<file path="config.mk">
export PLATFORM = sky130hd
export DESIGN_NAME = bms_cell
export DESIGN_NICKNAME = d
export VERILOG_FILES = /design/src/sv/bms_pkg.sv /design/src/sv/bms_cell.sv
export SDC_FILE = /design/constraint.sdc
export NUM_CORES = 1
export LEC_CHECK = 0
export ABC_CLOCK_PERIOD_IN_PS = 7850
export CORE_AREA = 2 2 56 85
export DETAILED_ROUTE_END_ITERATION = 10
export DIE_AREA = 0 0 58 87
export DONT_BUFFER_PORTS = 1
export PLACE_DENSITY = 0.76
export REMOVE_ABC_BUFFERS = 1
export SETUP_SLACK_MARGIN = 0.15
export SLEW_MARGIN = 20
export SYNTH_ARGS = -nofsm -noshare
export SYNTH_HDL_FRONTEND = slang
export SYNTH_SLANG_ARGS = --single-unit
</file>
<file path="constraint.sdc">
create_clock -name clk_i -period 7.85 [get_ports clk_i]
set_input_delay 1.57 -clock clk_i [delete_from_list [all_inputs] [get_ports clk_i]]
set_output_delay 1.57 -clock clk_i [all_outputs]
set_load 0.005 [all_outputs]
</file>
<file path="src/sv/bms_pkg.sv">
// Shared types and constants for the bottom-up merge sorter unit.
package bms_pkg;

  localparam int unsigned KeyWidth = 32;

  typedef logic signed [KeyWidth-1:0] bms_key_t;

  // Broadcast control from the top level to every cell.
  typedef struct packed {
    logic     insert;  // place key into the sorted row
    logic     shift;   // move the row one place toward cell 0
    bms_key_t key;     // key being inserted
  } bms_ctrl_t;

  // State that a cell shows to its neighbors.
  typedef struct packed {
    logic     valid;   // cell holds a key
    logic     lt;      // incoming key goes at or before this cell
    bms_key_t key;
  } bms_cell_t;

endpackage

</file>
<file path="src/sv/bms_cell.sv">
// One sorting cell: holds a key, inserts in order or shifts toward cell 0.
module bms_cell import bms_pkg::*; (
  input  logic      clk_i,
  input  logic      rst_ni,
  input  bms_ctrl_t ctrl_i,
  input  bms_cell_t prev_i,   // neighbor nearer cell 0
  input  bms_cell_t next_i,   // neighbor farther from cell 0
  output bms_cell_t cell_o
);

  logic     valid_q, valid_d;
  bms_key_t key_q, key_d;
  logic     lt;

  // strict compare keeps equal keys in arrival order
  assign lt = !valid_q || (ctrl_i.key < key_q);

  always_comb begin
    valid_d = valid_q;
    key_d   = key_q;
    if (ctrl_i.shift) begin
      valid_d = next_i.valid;
      key_d   = next_i.key;
    end else if (ctrl_i.insert && lt) begin
      valid_d = valid_q | prev_i.valid;
      key_d   = prev_i.lt ? prev_i.key : ctrl_i.key;
    end
  end

  always_ff @(posedge clk_i or negedge rst_ni) begin
    if (!rst_ni) begin
      valid_q <= 1'b0;
    end else begin
      valid_q <= valid_d;
    end
  end

  always_ff @(posedge clk_i) begin
    key_q <= key_d;
  end

  assign cell_o.valid = valid_q;
  assign cell_o.lt    = lt;
  assign cell_o.key   = key_q;

endmodule
</file>
==> Yosys cells after proc, flatten, opt, wreduce, memory -nomap -nowiden <==
Cells that the tools add are included.
W data, S select, Z words.
{ "totals": {"elab_cells": 13, "regBits": 33, "output_inout_bits": 34, "in_bits": 104} }
{ "classes": {"mux": 5, "n_bitwise": 1, "reduce_logical": 4, "magnitude_cmp": 1} }
{ "op_table": {"columns": ["cell", "count"], "rows": [
  ["$mux W32", 3],
  ["$lt A32 B32 Y1", 1],
  ["$mux W1", 2],
  ["$reduce_bool A2 Y1", 1],
  ["$logic_and A1 B1 Y1", 1],
  ["$logic_not A1 Y1", 1],
  ["$logic_or A1 B1 Y1", 1],
  ["$or A1 B1 Y1", 1]
]} }

==> Longest topological paths before layout <==
Gate-level depths: netlist of the first run.
{ "logic_depth": {"word_depth": 5, "mapped_depth": 9, "ltp_nobuf": 8} }

==> Least setup slack after synthesis of the first run <==
OpenSTA, ideal clock, no wires.
{ "synth_path": {"path_kind": "input-to-reg", "startpoint": "input ctrl_i[2] (netlist bit)", "endpoint": "register key_q[0] (enable)", "setup_slack_ns": 2.423, "t_required_ns": 7.389, "path_buffers": 0, "path_stages": 7, "setup_time_ns": 0.461, "t_arrival_ns": 4.966, "cell_sequence": "ha_1 -> a211o_1 -> a31oi_1 -> o311a_1 -> o41ai_2 -> and4_2 -> nor3_1"} }
{ "synth_between": {"elab_chain_len": 4} }
{ "synth_rtl": {"columns": ["element", "line", "source"], "rows": [
  ["start: declaration", "bms_cell.sv:5", "input bms_ctrl_t ctrl_i,"],
  ["$lt A32 B32 Y1", "bms_cell.sv:16", "assign lt = !valid_q || (ctrl_i.key < key_q);"],
  ["$logic_or A1 B1 Y1", "bms_cell.sv:16", null],
  ["$logic_and A1 B1 Y1", "bms_cell.sv:24", "end else if (ctrl_i.insert && lt) begin"],
  ["$reduce_bool A2 Y1 (no source line)", null, null],
  ["end signal: assignment", "bms_cell.sv:39", "key_q <= key_d;"],
  ["end: declaration", "bms_cell.sv:12", "bms_key_t key_q, key_d;"]
]} }
Every way passes these cells.
A chain may end at the register's enable or synchronous reset.

==> results of run 1 <==
## cell usage in the layout, fill, tap and decap left out, types with 3 or more instances in the layout
cell	instances
sky130_fd_sc_hd__inv_1	32
sky130_fd_sc_hd__a21oi_1	13
sky130_fd_sc_hd__o21ai_0	37
sky130_fd_sc_hd__nor2_1	4
sky130_fd_sc_hd__ha_1	31
sky130_fd_sc_hd__edfxtp_1	32
sky130_fd_sc_hd__nand4_1	3
sky130_fd_sc_hd__clkbuf_8	6
sky130_fd_sc_hd__mux2i_1	32
sky130_fd_sc_hd__nand2_1	44
## stage by stage
stage / utilization [%] / instance area, um^2
2_1_floorplan: - / 2452
3_3_place_gp: 58.16 / 2532
3_5_place_dp: 58.16 / 2532
4_1_cts: 60.23 / 2623
5_1_grt: 60.23 / 2623
6_report: 60.23 / 2623
## cell type report
| class | count | share of cell area [%] |
|---|---|---|
| Sequential cell | 33 | 37.60 |
| Inverter | 32 | 4.580 |
| Tap cell | 48 | 2.290 |
| Clock buffer | 8 | 3.435 |
| Timing Repair Buffer | 2 | 0.5725 |
| Multi-Input combinational cell | 185 | 51.53 |
## layer usage
metal | wire (um) | GRT usage [%]
met5 | 0 | 0
met4 | 144 | 10.57
met3 | 457 | 6.241
met2 | 2873 | 36.98
met1 | 1856 | 21.77
## registers in the layout, indices dropped and copies added, names as in the netlist
signal,flops
key_q,32
valid_q,1
## power by group through the flow
| stage | clock network (mW) | logic (mW) | registers [mW] |
|---|---|---|---|
| global placement | 0 | 0.104 | 0.248 |
| floorplan | 0 | 0.0844 | 0.243 |
| finish | 0.131 | 0.107 | 0.244 |
| CTS | 0.136 | 0.109 | 0.245 |
| detailed placement | 0 | 0.108 | 0.248 |
| global route | 0.142 | 0.124 | 0.247 |
## cells by family (layout without fill, tap and decap cells)
| logic type | Yosys count | count (layout) | synth area share (%) |
|---|---|---|---|
| buf+inv | 45 | 42 | 7.171 |
| mux | 33 | 33 | 13.20 |
| fa+ha+maj | 31 | 31 | 15.44 |
| flops | 33 | 33 | 39.24 |
| simple gates | 61 | 61 | 11.50 |
| compound gates | 60 | 60 | 13.45 |
## worst register-to-register path, cell delays in order, from the launching register on
cell and delay [ps]:
sky130_fd_sc_hd__edfxtp_1 370, sky130_fd_sc_hd__inv_1 50, sky130_fd_sc_hd__ha_1 390, sky130_fd_sc_hd__nand4_2 190, sky130_fd_sc_hd__nor4_4 360, sky130_fd_sc_hd__nand2_1 80
sky130_fd_sc_hd__o211ai_1 150, sky130_fd_sc_hd__nor4b_1 110, sky130_fd_sc_hd__nor3_2 200, sky130_fd_sc_hd__buf_4 290
## how the worst max path moves through the flow
stage / startpoint / end / slack, ps
CTS: ctrl_i[7] / cell_o[32] / 3040
global placement: ctrl_i[7] / cell_o[32] / 3070
global route: ctrl_i[2] / cell_o[32] / 2970
detailed placement: ctrl_i[7] / cell_o[32] / 3050
floorplan: ctrl_i[2] / key_q[0] / 2420
finish: ctrl_i[7] / cell_o[32] / 3060
==> out/summary.json, run 1 <==
{
  "post_placement_setup_slack_ps": 3052,
  "final-instance-count-excl-fill": 308,
  "globalRouteOverflowTotal": 0,
  "clockBufferDepth": 2,
  "asyncSetResetFlopFracSynth_pct": 3.030,
  "worst_ep_required_time_ps": 6280,
  "grt_setup_unrepaired": "no",
  "portBuffers": 0,
  "yosys_register_bits": 33,
  "cp_num_buf_inv": 0,
  "cts.clk_slew.worst_paths_ps": 70,
  "holdCritStartpoint": "valid_q",
  "top_level_ports": 138,
  "yosysTopAreaCellShare_pct": 38.25,
  "die_width_um": 58,
  "timing.hold.worst_path_depth": 2,
  "grt_max_degree": 70,
  "final_max_slew_viol_count": 0,
  "slowest_delay_ps": 380,
  "crit_path_start_kind": "input port",
  "grt_first_pass_wirelength_um": 7935,
  "post-route-min-period_ps": 4795,
  "grt_antenna_before_repair": 0,
  "setup_violations": 0,
  "place.gp.congestion": 0.8199,
  "cap_viol_max_count": 0,
  "ys.warnings.count": 0,
  "critical_path.max_fanout": 3,
  "critical-path-top-delay-family": "compound AO/OA/AOI/OAI gates",
  "fin_worst_skew_ps": 6.187,
  "die_h_um": 87,
  "synth_common_cells": "44 x sky130_fd_sc_hd__nand2_1, 37 x sky130_fd_sc_hd__o21ai_0, 32 x sky130_fd_sc_hd__edfxtp_1, 32 x sky130_fd_sc_hd__inv_1, 32 x sky130_fd_sc_hd__mux2i_1",
  "critical_path_class": "input port to primary output",
  "clockRootBuffer": "sky130_fd_sc_hd__clkbuf_8",
  "worst_pin_slew_ps": 348.8,
  "switching_share_pct": 28.45,
  "critical_path_arrival_ps": 3220,
  "power.clock.fraction_pct": 27.1,
  "area_taken_by_flip_flops_and_latches_um2": 985.9,
  "reg2reg_slack_ps": 5340,
  "multi_input_combinational_cell_area_um2": 1351,
  "leak_pwr_nw": 1.223,
  "syn-instance-count": 263,
  "critical_path_cell_count": 6,
  "postCtsSetupBuffers": 0,
  "inserted_diodes": 0,
  "synth_enable_flop_cells": 32,
  "first_global_vias": 1799,
  "placed_cells": 300,
  "wirelength_um": 5332,
  "numClockSinks": 33,
  "areaGrowthSynthToFinish_pct": 4.383,
  "combPwrFrac_pct": 22.2,
  "htree_levels": 2,
  "groute.usage.overall_pct": 20.85,
  "fill_cells": 382,
  "routed_wirelength_normalized_by_instance_count_um": 17.31,
  "firstDrtPassIters": 4,
  "timing.critical_path.slowest_stage_cell": "sky130_fd_sc_hd__o311a_1",
  "slew-limit-headroom_pct": 76.49,
  "crit_end_category": "primary output",
  "switching_power_uw": 137.0,
  "drtAntennaViolNets": 0,
  "synth.yosys.seq_area_share_pct": 39.24,
  "tritoncts": "yes",
  "post_cts_hold_buffer_count": 0,
  "final_worst_setup_slack_ps": 3055,
  "min_period_over_period_pct": 61.08,
  "hpwlAfterDp_um": 4153,
  "synthesis.area_um2": 2512,
  "dominantRegCellSynth": "sky130_fd_sc_hd__edfxtp_1",
  "route.vias.total": 1876,
  "die_area_um2": 5046,
  "capturing_point_of_the_worst_reg2reg_path": "key_q[30]",
  "crit_chain": "ha_1, nand4_1, o311a_1, o41ai_2, a31oi_1, mux2_1",
  "yosysUniqueCellTypes": 32,
  "p_int_uw": 344.5,
  "synthMostInstantiatedCell": "sky130_fd_sc_hd__nand2_1",
  "hold_viol_final": 0,
  "reg2reg_from": "key_q[31]",
  "drc": 0,
  "power_per_standard_cell_area_nw_per_um2": 183.6,
  "worst_hold_path.endpoint": "valid_q",
  "synthDominantAreaCellType": "sky130_fd_sc_hd__edfxtp_1",
  "worstHoldPathType": "register to register",
  "final_layout_size_suffix_gt1_share_pct": 5.000,
  "synth_area_leaders": "sky130_fd_sc_hd__edfxtp_1 38%, sky130_fd_sc_hd__ha_1 15%, sky130_fd_sc_hd__mux2i_1 13%",
  "detail_route.vias_per_cell": 6.091,
  "run_status": "finished clean",
  "numCtsBuffers": 5,
  "rows": 30,
  "worst_skew_pair.late_latency_ps": 280,
  "per_instance_average_area_after_synthesis_um2": 9.553,
  "post-layout-total-power_uw": 481.5,
  "cts_repair_resize_count": 0,
  "sequentialPowerShare_pct": 50.7,
  "rr_worst_depth": 9,
  "initial_core_util_pct": 57.70,
  "worst_ir_drop_vdd_uv": 143.8,
  "initialDrtViolationCount": 37,
  "whs_ps": 749.2,
  "final_nets": 394,
  "max_freq_mhz": 208.6,
  "setup-tns-final_ps": 0,
  "placeableCoreArea_um2": 4354
}
No activity file was read; power rests on OpenSTA's default activity.
==> run 2: changes to the inputs <==
--- a/config.mk
+++ b/config.mk
@@ -5,7 +5,8 @@
 export SDC_FILE = /design/constraint.sdc
 export NUM_CORES = 1
 export LEC_CHECK = 0
-export ABC_CLOCK_PERIOD_IN_PS = 7850
+export ABC_AREA = 1
+export ABC_CLOCK_PERIOD_IN_PS = 5000
 export CORE_AREA = 2 2 56 85
 export DETAILED_ROUTE_END_ITERATION = 10
 export DIE_AREA = 0 0 58 87
==> constraint.sdc (replaced) <==
create_clock -name clk_i -period 5 [get_ports clk_i]
set_input_delay 1 -clock clk_i [delete_from_list [all_inputs] [get_ports clk_i]]
set_output_delay 1 -clock clk_i [all_outputs]
set_load 0.005 [all_outputs]
==> run 2 against run 1 <==
Synthesized cell count rose by 22%. Cell count rose by 17%. Combinational power grew 48%. Synthesized area is 0.15% lower. Sequential power is 52% higher. Design area is 1.7% lower. Non-clock buffer count is 2 lower. Routed wire length rose by 12%.
==> out/summary.json, run 2 <==
{
  "cts_repair_resize_count": {"value": 0, "change": "unchanged"},
  "grt_first_pass_wirelength": {"value": 9114, "unit": "um", "change": "+15%"},
  "die_h": {"value": 87, "unit": "um", "change": "unchanged"},
  "placed_cells": {"value": 352, "change": "+17%"},
  "setup-tns-final": {"value": 0, "unit": "ps", "change": "unchanged"},
  "busiest_layer": "met2",
  "run_status": "finished clean",
  "final_nets": {"value": 446, "change": "+13%"},
  "crit_path_start_kind": "input port",
  "worst_skew_pair.late_latency": {"value": 280, "unit": "ps", "change": "about the same"},
  "syn-instance-count": {"value": 320, "change": "+22%"},
  "power.clock.fraction": {"value": 26.5, "unit": "%", "change": "-0.6 points"},
  "synth.yosys.seq_area_share": {"value": 39.30, "unit": "%", "change": "+0.059 points"},
  "die_area": {"value": 5046, "unit": "um^2", "change": "unchanged"},
  "final_max_slew_viol_count": {"value": 0, "change": "unchanged"},
  "final-instance-count-excl-fill": {"value": 360, "change": "+17%"},
  "synth_area_leaders": "sky130_fd_sc_hd__edfxtp_1 38%, sky130_fd_sc_hd__a21oi_1 16%, sky130_fd_sc_hd__ha_1 15%",
  "place.gp.congestion": {"value": 0.7934, "change": "-3.2%"},
  "synthMostInstantiatedCell": "sky130_fd_sc_hd__a21oi_1",
  "slew-limit-headroom": {"value": 31.09, "unit": "%", "change": "-45 points"},
  "yosys_register_bits": {"value": 33, "change": "unchanged"},
  "globalRouteOverflowTotal": {"value": 0, "change": "unchanged"},
  "critical_path_arrival": {"value": 2100, "unit": "ps", "change": "-1120 ps"},
  "worstHoldPathType": "input port to asynchronous set/reset pin",
  "crit_end_category": "primary output",
  "cts.clk_slew.worst_paths": {"value": 60, "unit": "ps", "change": "about the same"},
  "leak_pwr": {"value": 1.234, "unit": "nW", "change": "+0.86%"},
  "capturing_point_of_the_worst_reg2reg_path": "key_q[22]",
  "initial_core_util": {"value": 57.61, "unit": "%", "change": "-0.086 points"},
  "critical_path.max_fanout": {"value": 2, "change": "-1"},
  "numClockSinks": {"value": 33, "change": "unchanged"},
  "clockBufferDepth": {"value": 2, "change": "unchanged"},
  "most-common-layout-cells": "79 x sky130_fd_sc_hd__a21oi_1, 60 x sky130_fd_sc_hd__nand2_1, 42 x sky130_fd_sc_hd__inv_1",
  "reg2reg_from": "key_q[15]",
  "portBuffers": {"value": 0, "change": "unchanged"},
  "hpwlAfterDp": {"value": 4477, "unit": "um", "change": "+7.8%"},
  "asyncSetResetFlopFracSynth": {"value": 3.030, "unit": "%", "change": "unchanged"},
  "ys.warnings.count": {"value": 0, "change": "unchanged"},
  "min_period_over_period_pct": 62.08,
  "initialDrtViolationCount": {"value": 67, "change": "+81%"},
  "switching_share": {"value": 29.53, "unit": "%", "change": "+1.1 points"},
  "top_level_ports": {"value": 138, "change": "unchanged"},
  "route.vias.total": {"value": 2123, "change": "+13%"},
  "largest_registers": "key_q: 32 flops, valid_q: 1 flops",
  "detail_route.vias_per_cell": {"value": 5.897, "change": "-3.2%"},
  "regMostFlops": "key_q",
  "tritoncts": "yes",
  "worst_ep_required_time": {"value": 4000, "unit": "ps", "change": "-2280 ps"},
  "grt_setup_unrepaired": "no",
  "die_width": {"value": 58, "unit": "um", "change": "unchanged"},
  "grt_max_degree": {"value": 36, "change": "-49%"},
  "wirelength": {"value": 5976, "unit": "um", "change": "+12%"},
  "mostFrequentLayoutCell": "sky130_fd_sc_hd__a21oi_1",
  "groute.usage.overall": {"value": 23.67, "unit": "%", "change": "+2.8 points"},
  "yosysTopAreaCellShare": {"value": 38.30, "unit": "%", "change": "+0.057 points"},
  "critical_path_class": "input port to primary output",
  "htree_levels": {"value": 2, "change": "unchanged"},
  "synth_enable_flop_cells": {"value": 32, "change": "unchanged"},
  "post_cts_hold_buffer_count": {"value": 0, "change": "unchanged"},
  "worst_ir_drop_vdd": {"value": 189.8, "unit": "uV", "change": "+32%"},
  "groute.layer.met3.usage": {"value": 5.944, "unit": "%", "change": "-0.30 points"},
  "dominantRegCellSynth": "sky130_fd_sc_hd__edfxtp_1",
  "reg2reg_slack": {"value": 2440, "unit": "ps", "change": "-2900 ps"},
  "hold_viol_final": {"value": 0, "change": "unchanged"},
  "combPwrFrac": {"value": 22.0, "unit": "%", "change": "-0.2 points"},
  "per_instance_average_area_after_synthesis": {"value": 7.840, "unit": "um^2", "change": "-18%"},
  "routed_wirelength_normalized_by_instance_count": {"value": 16.60, "unit": "um", "change": "-4.1%"},
  "setup_violations": {"value": 0, "change": "unchanged"},
  "placeableCoreArea": {"value": 4354, "unit": "um^2", "change": "unchanged"},
  "synth_common_cells": "79 x sky130_fd_sc_hd__a21oi_1, 60 x sky130_fd_sc_hd__nand2_1, 42 x sky130_fd_sc_hd__inv_1, 37 x sky130_fd_sc_hd__nor2_1, 32 x sky130_fd_sc_hd__edfxtp_1",
  "postCtsSetupBuffers": {"value": 0, "change": "unchanged"},
  "whs": {"value": 409.5, "unit": "ps", "change": "-339.7 ps"},
  "synthesis.area": {"value": 2509, "unit": "um^2", "change": "-0.15%"},
  "grt_antenna_before_repair": {"value": 0, "change": "unchanged"},
  "inserted_diodes": {"value": 0, "change": "unchanged"},
  "rows": {"value": 30, "change": "unchanged"},
  "drc": {"value": 0, "change": "unchanged"},
  "gr-usage-met2": {"value": 43.70, "unit": "%", "change": "+6.7 points"},
  "worst_pin_slew": {"value": 1033, "unit": "ps", "change": "+683.8 ps"},
  "post-route-min-period_ps": 3104,
  "synthDominantAreaCellType": "sky130_fd_sc_hd__edfxtp_1",
  "switching_power": {"value": 212.6, "unit": "uW", "change": "+55%"},
  "global_route.usage.met1": {"value": 24.14, "unit": "%", "change": "+2.4 points"},
  "first_global_vias": {"value": 2159, "change": "+20%"},
  "p_int": {"value": 507.1, "unit": "uW", "change": "+47%"},
  "power_per_standard_cell_area": {"value": 279.1, "unit": "nW/um^2", "change": "+52%"},
  "areaGrowthSynthToFinish_pct": 2.793,
  "fin_worst_skew": {"value": 2.758, "unit": "ps", "change": "-3.428 ps"},
  "yosysUniqueCellTypes": {"value": 24, "change": "-25%"},
  "post_placement_setup_slack": {"value": 1840, "unit": "ps", "change": "-1212 ps"},
  "final_worst_setup_slack": {"value": 1896, "unit": "ps", "change": "-1159 ps"},
  "firstDrtPassIters": {"value": 4, "change": "unchanged"},
  "numCtsBuffers": {"value": 5, "change": "unchanged"},
  "sequentialPowerShare": {"value": 51.5, "unit": "%", "change": "+0.8 points"},
  "flip_flop_count_of_the_largest_register_all_copies_and_words_added": {"value": 32, "change": "unchanged"},
  "max_freq_mhz": 322.2,
  "drtAntennaViolNets": {"value": 0, "change": "unchanged"},
  "clockRootBuffer": "sky130_fd_sc_hd__clkbuf_8",
  "final_layout_size_suffix_gt1_share": {"value": 4.808, "unit": "%", "change": "-0.19 points"},
  "cap_viol_max_count": {"value": 0, "change": "unchanged"},
  "rr_worst_depth": {"value": 13, "change": "+4"}
}
-- run 2: cell count changes in the layout (fill, tap and decap cells not counted), sizes merged, moves of 11 or more --
cell,before,now
a21oi,13,80
nor2,4,37
mux2i,32,0
o21ai,37,5
nand2,44,64
inv,32,43
-- run 2: kinds of logic (layout without fill, tap and decap cells) --
group           after synthesis  in the layout  share of synthesized area (%)
simple gates                110            110                          18.10
compound gates               87             87                          17.91
buf+inv                      59             51                          9.226
flops                        33             33                          39.30
fa+ha+maj                    31             31                          15.46
-- run 2: how the worst max path moves through the flow --
stage                 end        from  slack (ps)
6_report       cell_o[32]  ctrl_i[15]        1900
5_1_grt        cell_o[32]  ctrl_i[15]        1780
4_1_cts        cell_o[32]   ctrl_i[5]        1890
3_5_place_dp     key_q[5]   ctrl_i[5]        1840
3_3_place_gp     key_q[4]   ctrl_i[5]        1860
2_1_floorplan  cell_o[32]   ctrl_i[5]        2050
-- run 2: per-layer routing --
layer	vias to the layer above	wire length (um)
met5	-	0
met2	99	3305
met4	0	170
li1	1049	-
met1	960	2111
met3	15	389
-- run 2: cell type report --
cell class | instances | area, um^2
Fill cell | 417 | 1775
Clock buffer | 8 | 80.08
Tap cell | 48 | 60.06
Sequential cell | 33 | 985.9
Inverter | 43 | 161.4
Multi-Input combinational cell | 228 | 1291
-- run 2: through the flow --
| step | area, um^2 | power [mW] | utilization, % |
|---|---|---|---|
| final | 2579 | 0.7197 | 59.22 |
| after global placement | 2499 | 0.5260 | 57.39 |
| after floorplan | 2439 | 0.4943 | - |
| after global routing | 2579 | 0.7678 | 59.22 |
| after detailed placement | 2499 | 0.5363 | 57.39 |
| after CTS | 2579 | 0.7263 | 59.22 |
-- run 2: power groups by stage --
stage	clock (mW)	combinational [mW]	sequential, mW
floorplan	0	0.125	0.369
global placement	0	0.149	0.377
detailed placement	0	0.159	0.377
CTS	0.195	0.160	0.371
global route	0.207	0.187	0.374
finish	0.191	0.158	0.371
-- run 2: critical path, cell delays in order --
cell                      delay, ps
sky130_fd_sc_hd__ha_1           300
sky130_fd_sc_hd__nand2_1         80
sky130_fd_sc_hd__inv_1           50
sky130_fd_sc_hd__nand3_1         90
sky130_fd_sc_hd__inv_1           50
sky130_fd_sc_hd__a21oi_1        150
sky130_fd_sc_hd__nand2_1         90
sky130_fd_sc_hd__nand2_1         80
sky130_fd_sc_hd__nand2_1         50
sky130_fd_sc_hd__nand2_1         70
sky130_fd_sc_hd__nand3_2         90
==> run 3: changes to the inputs <==
--- a/config.mk
+++ b/config.mk
@@ -6,12 +6,12 @@
 export NUM_CORES = 1
 export LEC_CHECK = 0
 export ABC_AREA = 1
-export ABC_CLOCK_PERIOD_IN_PS = 5000
-export CORE_AREA = 2 2 56 85
+export ABC_CLOCK_PERIOD_IN_PS = 2550
+export CORE_AREA = 2 2 57 86
 export DETAILED_ROUTE_END_ITERATION = 10
-export DIE_AREA = 0 0 58 87
+export DIE_AREA = 0 0 59 88
 export DONT_BUFFER_PORTS = 1
-export PLACE_DENSITY = 0.76
+export PLACE_DENSITY = 0.77
 export REMOVE_ABC_BUFFERS = 1
 export SETUP_SLACK_MARGIN = 0.15
 export SLEW_MARGIN = 20
==> constraint.sdc (replaced) <==
create_clock -name clk_i -period 2.55 [get_ports clk_i]
set_input_delay 0.51 -clock clk_i [delete_from_list [all_inputs] [get_ports clk_i]]
set_output_delay 0.51 -clock clk_i [all_outputs]
set_load 0.005 [all_outputs]
==> run 3 against run 2 <==
Cell count grew 1.4%. Die area grew 2.9%. Register-to-register slack lost 2100 ps. Routed wire length shrank 1.5%. Critical path type is now register to primary output. Clock power grew 97%. Combinational power grew 110%. Global-route usage shrank 1.2 points. Flip-flop and latch count is the same. Non-clock buffer count grew 5. First-iteration DRC count grew 3.0%. Utilization grew 1.3 points. Critical endpoint unchanged.
==> out/summary.json, run 3 (same netlist as run 2, synthesis figures left out) <==
{
  "detail_route.vias_per_cell": {"value": 5.882, "change": "-0.25%"},
  "final_max_slew_viol_count": {"value": 0, "change": "unchanged"},
  "largest_registers": "key_q: 32 flops, valid_q: 1 flops",
  "critical-path-top-delay-family": "compound AO/OA/AOI/OAI gates",
  "slew-limit-headroom": {"value": 59.71, "unit": "%", "change": "+29 points"},
  "final_worst_setup_slack": {"value": 234.0, "unit": "ps", "change": "-1662 ps"},
  "placed_area": {"value": 2554, "unit": "um^2", "change": "+2.2%"},
  "grt_setup_unrepaired": "yes",
  "max_freq_mhz": 431.8,
  "regMostFlops": "key_q",
  "switching_share": {"value": 30.08, "unit": "%", "change": "+0.55 points"},
  "critical_path_arrival": {"value": 1810, "unit": "ps", "change": "-290 ps"},
  "setup_violations": {"value": 0, "change": "unchanged"},
  "setup-tns-final": {"value": 0, "unit": "ps", "change": "unchanged"},
  "switching_power": {"value": 434.1, "unit": "uW", "change": "+100%"},
  "p_int": {"value": 1.009, "unit": "mW", "change": "+99%"},
  "fill_cells": {"value": 429, "change": "+2.9%"},
  "portBuffers": {"value": 0, "change": "unchanged"},
  "flip_flop_count_of_the_largest_register_all_copies_and_words_added": {"value": 32, "change": "unchanged"},
  "top_level_ports": {"value": 138, "change": "unchanged"},
  "groute.usage.overall": {"value": 22.49, "unit": "%", "change": "-1.2 points"},
  "crit_chain": "inv_1, ha_1, a21oi_2, o21ai_0, a21oi_2, nand2_2, nand2_2, nand2_1, nand2_1, nand3_2",
  "power_per_standard_cell_area": {"value": 538.6, "unit": "nW/um^2", "change": "+93%"},
  "drtAntennaViolNets": {"value": 0, "change": "unchanged"},
  "most-common-layout-cells": "75 x sky130_fd_sc_hd__a21oi_1, 58 x sky130_fd_sc_hd__nand2_1, 41 x sky130_fd_sc_hd__inv_1",
  "fin_worst_skew": {"value": 6.230, "unit": "ps", "change": "+3.471 ps"},
  "firstDrtPassIters": {"value": 4, "change": "unchanged"},
  "globalRouteOverflowTotal": {"value": 0, "change": "unchanged"},
  "postLayoutCoreUtil": {"value": 60.48, "unit": "%", "change": "+1.3 points"},
  "final-instance-count-excl-fill": {"value": 365, "change": "+1.4%"},
  "cap_viol_max_count": {"value": 0, "change": "unchanged"},
  "htree_levels": {"value": 2, "change": "unchanged"},
  "crit_path_start_kind": "register",
  "worst_ep_required_time": {"value": 2040, "unit": "ps", "change": "-1960 ps"},
  "numClockSinks": {"value": 33, "change": "unchanged"},
  "post_placement_setup_slack": {"value": 264.5, "unit": "ps", "change": "-1575 ps"},
  "clockRootBuffer": "sky130_fd_sc_hd__clkbuf_8",
  "multi_input_combinational_cell_area": {"value": 1324, "unit": "um^2", "change": "+2.5%"},
  "cts.clk_slew.worst_paths": {"value": 70, "unit": "ps", "change": "about the same"},
  "slowest_delay": {"value": 420, "unit": "ps", "change": "+120 ps"},
  "numCtsBuffers": {"value": 5, "change": "unchanged"},
  "combPwrFrac": {"value": 23.5, "unit": "%", "change": "+1.5 points"},
  "first_global_vias": {"value": 2135, "change": "-1.1%"},
  "power.clock.fraction": {"value": 26.1, "unit": "%", "change": "-0.4 points"},
  "worst_ir_drop_vdd": {"value": 458.2, "unit": "uV", "change": "+140%"},
  "critical_path_class": "register to primary output",
  "worstHoldPathType": "input port to asynchronous set/reset pin",
  "mostFrequentLayoutCell": "sky130_fd_sc_hd__a21oi_1",
  "run_status": "finished clean",
  "inserted_diodes": {"value": 0, "change": "unchanged"},
  "routed_wirelength_normalized_by_instance_count": {"value": 16.12, "unit": "um", "change": "-2.9%"},
  "timing.critical_path.slowest_stage_cell": "sky130_fd_sc_hd__edfxtp_1",
  "critical_path.max_fanout": {"value": 2, "change": "unchanged"},
  "grt_antenna_before_repair": {"value": 0, "change": "unchanged"},
  "final_nets": {"value": 451, "change": "+1.1%"},
  "die_width": {"value": 59, "unit": "um", "change": "+1.7%"},
  "final_layout_size_suffix_gt1_share": {"value": 9.148, "unit": "%", "change": "+4.3 points"},
  "hold_viol_final": {"value": 0, "change": "unchanged"},
  "die_h": {"value": 88, "unit": "um", "change": "+1.1%"},
  "min_period_over_period_pct": 90.82,
  "grt_first_pass_wirelength": {"value": 8825, "unit": "um", "change": "-3.2%"},
  "sequentialPowerShare": {"value": 50.4, "unit": "%", "change": "-1.1 points"},
  "leak_pwr": {"value": 1.274, "unit": "nW", "change": "+3.3%"},
  "post-route-min-period_ps": 2316,
  "initialDrtViolationCount": {"value": 69, "change": "+3.0%"},
  "rows": {"value": 30, "change": "unchanged"},
  "postCtsSetupBuffers": {"value": 0, "change": "unchanged"},
  "placeableCoreArea": {"value": 4429, "unit": "um^2", "change": "+1.7%"},
  "clockBufferDepth": {"value": 2, "change": "unchanged"},
  "cp_num_buf_inv": {"value": 1, "change": "-1"},
  "wirelength": {"value": 5884, "unit": "um", "change": "-1.5%"},
  "place.gp.congestion": {"value": 0.7965, "change": "+0.39%"},
  "hpwlAfterDp": {"value": 4618, "unit": "um", "change": "+3.1%"},
  "worst_pin_slew": {"value": 603.7, "unit": "ps", "change": "-428.9 ps"},
  "crit_end_category": "primary output",
  "initial_core_util": {"value": 56.64, "unit": "%", "change": "-0.98 points"},
  "final_area": {"value": 2679, "unit": "um^2", "change": "+3.9%"},
  "tritoncts": "yes",
  "grt_max_degree": {"value": 35, "change": "-2.8%"},
  "drc": {"value": 0, "change": "unchanged"},
  "placed_cells": {"value": 356, "change": "+1.1%"},
  "route.vias.total": {"value": 2147, "change": "+1.1%"},
  "areaGrowthSynthToFinish_pct": 6.783,
  "area_taken_by_flip_flops_and_latches": {"value": 985.9, "unit": "um^2", "change": "unchanged"},
  "worst_skew_pair.late_latency": {"value": 280, "unit": "ps", "change": "about the same"},
  "die_area": {"value": 5192, "unit": "um^2", "change": "+2.9%"}
}
-- run 3: changes by cell type in the layout (fill, tap and decap cells not counted), sizes merged --
cell         delta
buf             +4
clkbuf          -2
clkinv          +2
dlygate4sd3     +1
-- run 3: power by group through the flow --
stage / clock network (mW) / logic (mW) / registers (mW)
2_1_floorplan: 0 / 0.246 / 0.723
3_3_place_gp: 0 / 0.311 / 0.738
3_5_place_dp: 0 / 0.327 / 0.741
4_1_cts: 0.388 / 0.331 / 0.729
5_1_grt: 0.410 / 0.396 / 0.735
6_report: 0.376 / 0.339 / 0.728
-- run 3: cell type report --
type	count	area share [%]
multi-input cells	228	49.42
flip-flops and latches	33	36.81
inverters	43	6.025
clock buffers	6	2.709
repair buffers	5	2.429
well taps	48	2.242
clock inverters	2	0.3737
-- run 3: metal layers --
metal | vias to the layer above | part of all wire [%] | global-route usage, %
met4 | 0 | 2.6 | 11.16
met5 | - | 0 | 0
met1 | 979 | 36 | 21.90
li1 | 1057 | - | -
met3 | 16 | 6.4 | 5.022
met2 | 95 | 55 | 42.83
-- run 3: timing repair --
item	4_1_cts	5_1_grt
resized for setup	0	8
setup endpoints to repair	0	1
hold buffers	1	0
hold endpoints to repair	1	0
-- run 3: through the flow --
step | total power, mW | hold WS (ps)
finish | 1.443 | 437.6
global placement | 1.049 | 214.4
global route | 1.541 | 435.8
floorplan | 0.9693 | 214.4
detailed placement | 1.069 | 214.4
CTS | 1.448 | 432.4
-- run 3: worst paths after layout --
path	startpoint	end	slack (ps)	cells past startpoint
worst max-delay path	key_q[11]	cell_o[32]	230	10
worst min-delay path	rst_ni	valid_q	440	1
worst max register to register	key_q[11]	key_q[23]	390	12
worst min register to register	valid_q	valid_q	640	2
max in group asynchronous	rst_ni	valid_q	2010	1
min in group clk_i	ctrl_i[33]	valid_q	440	3
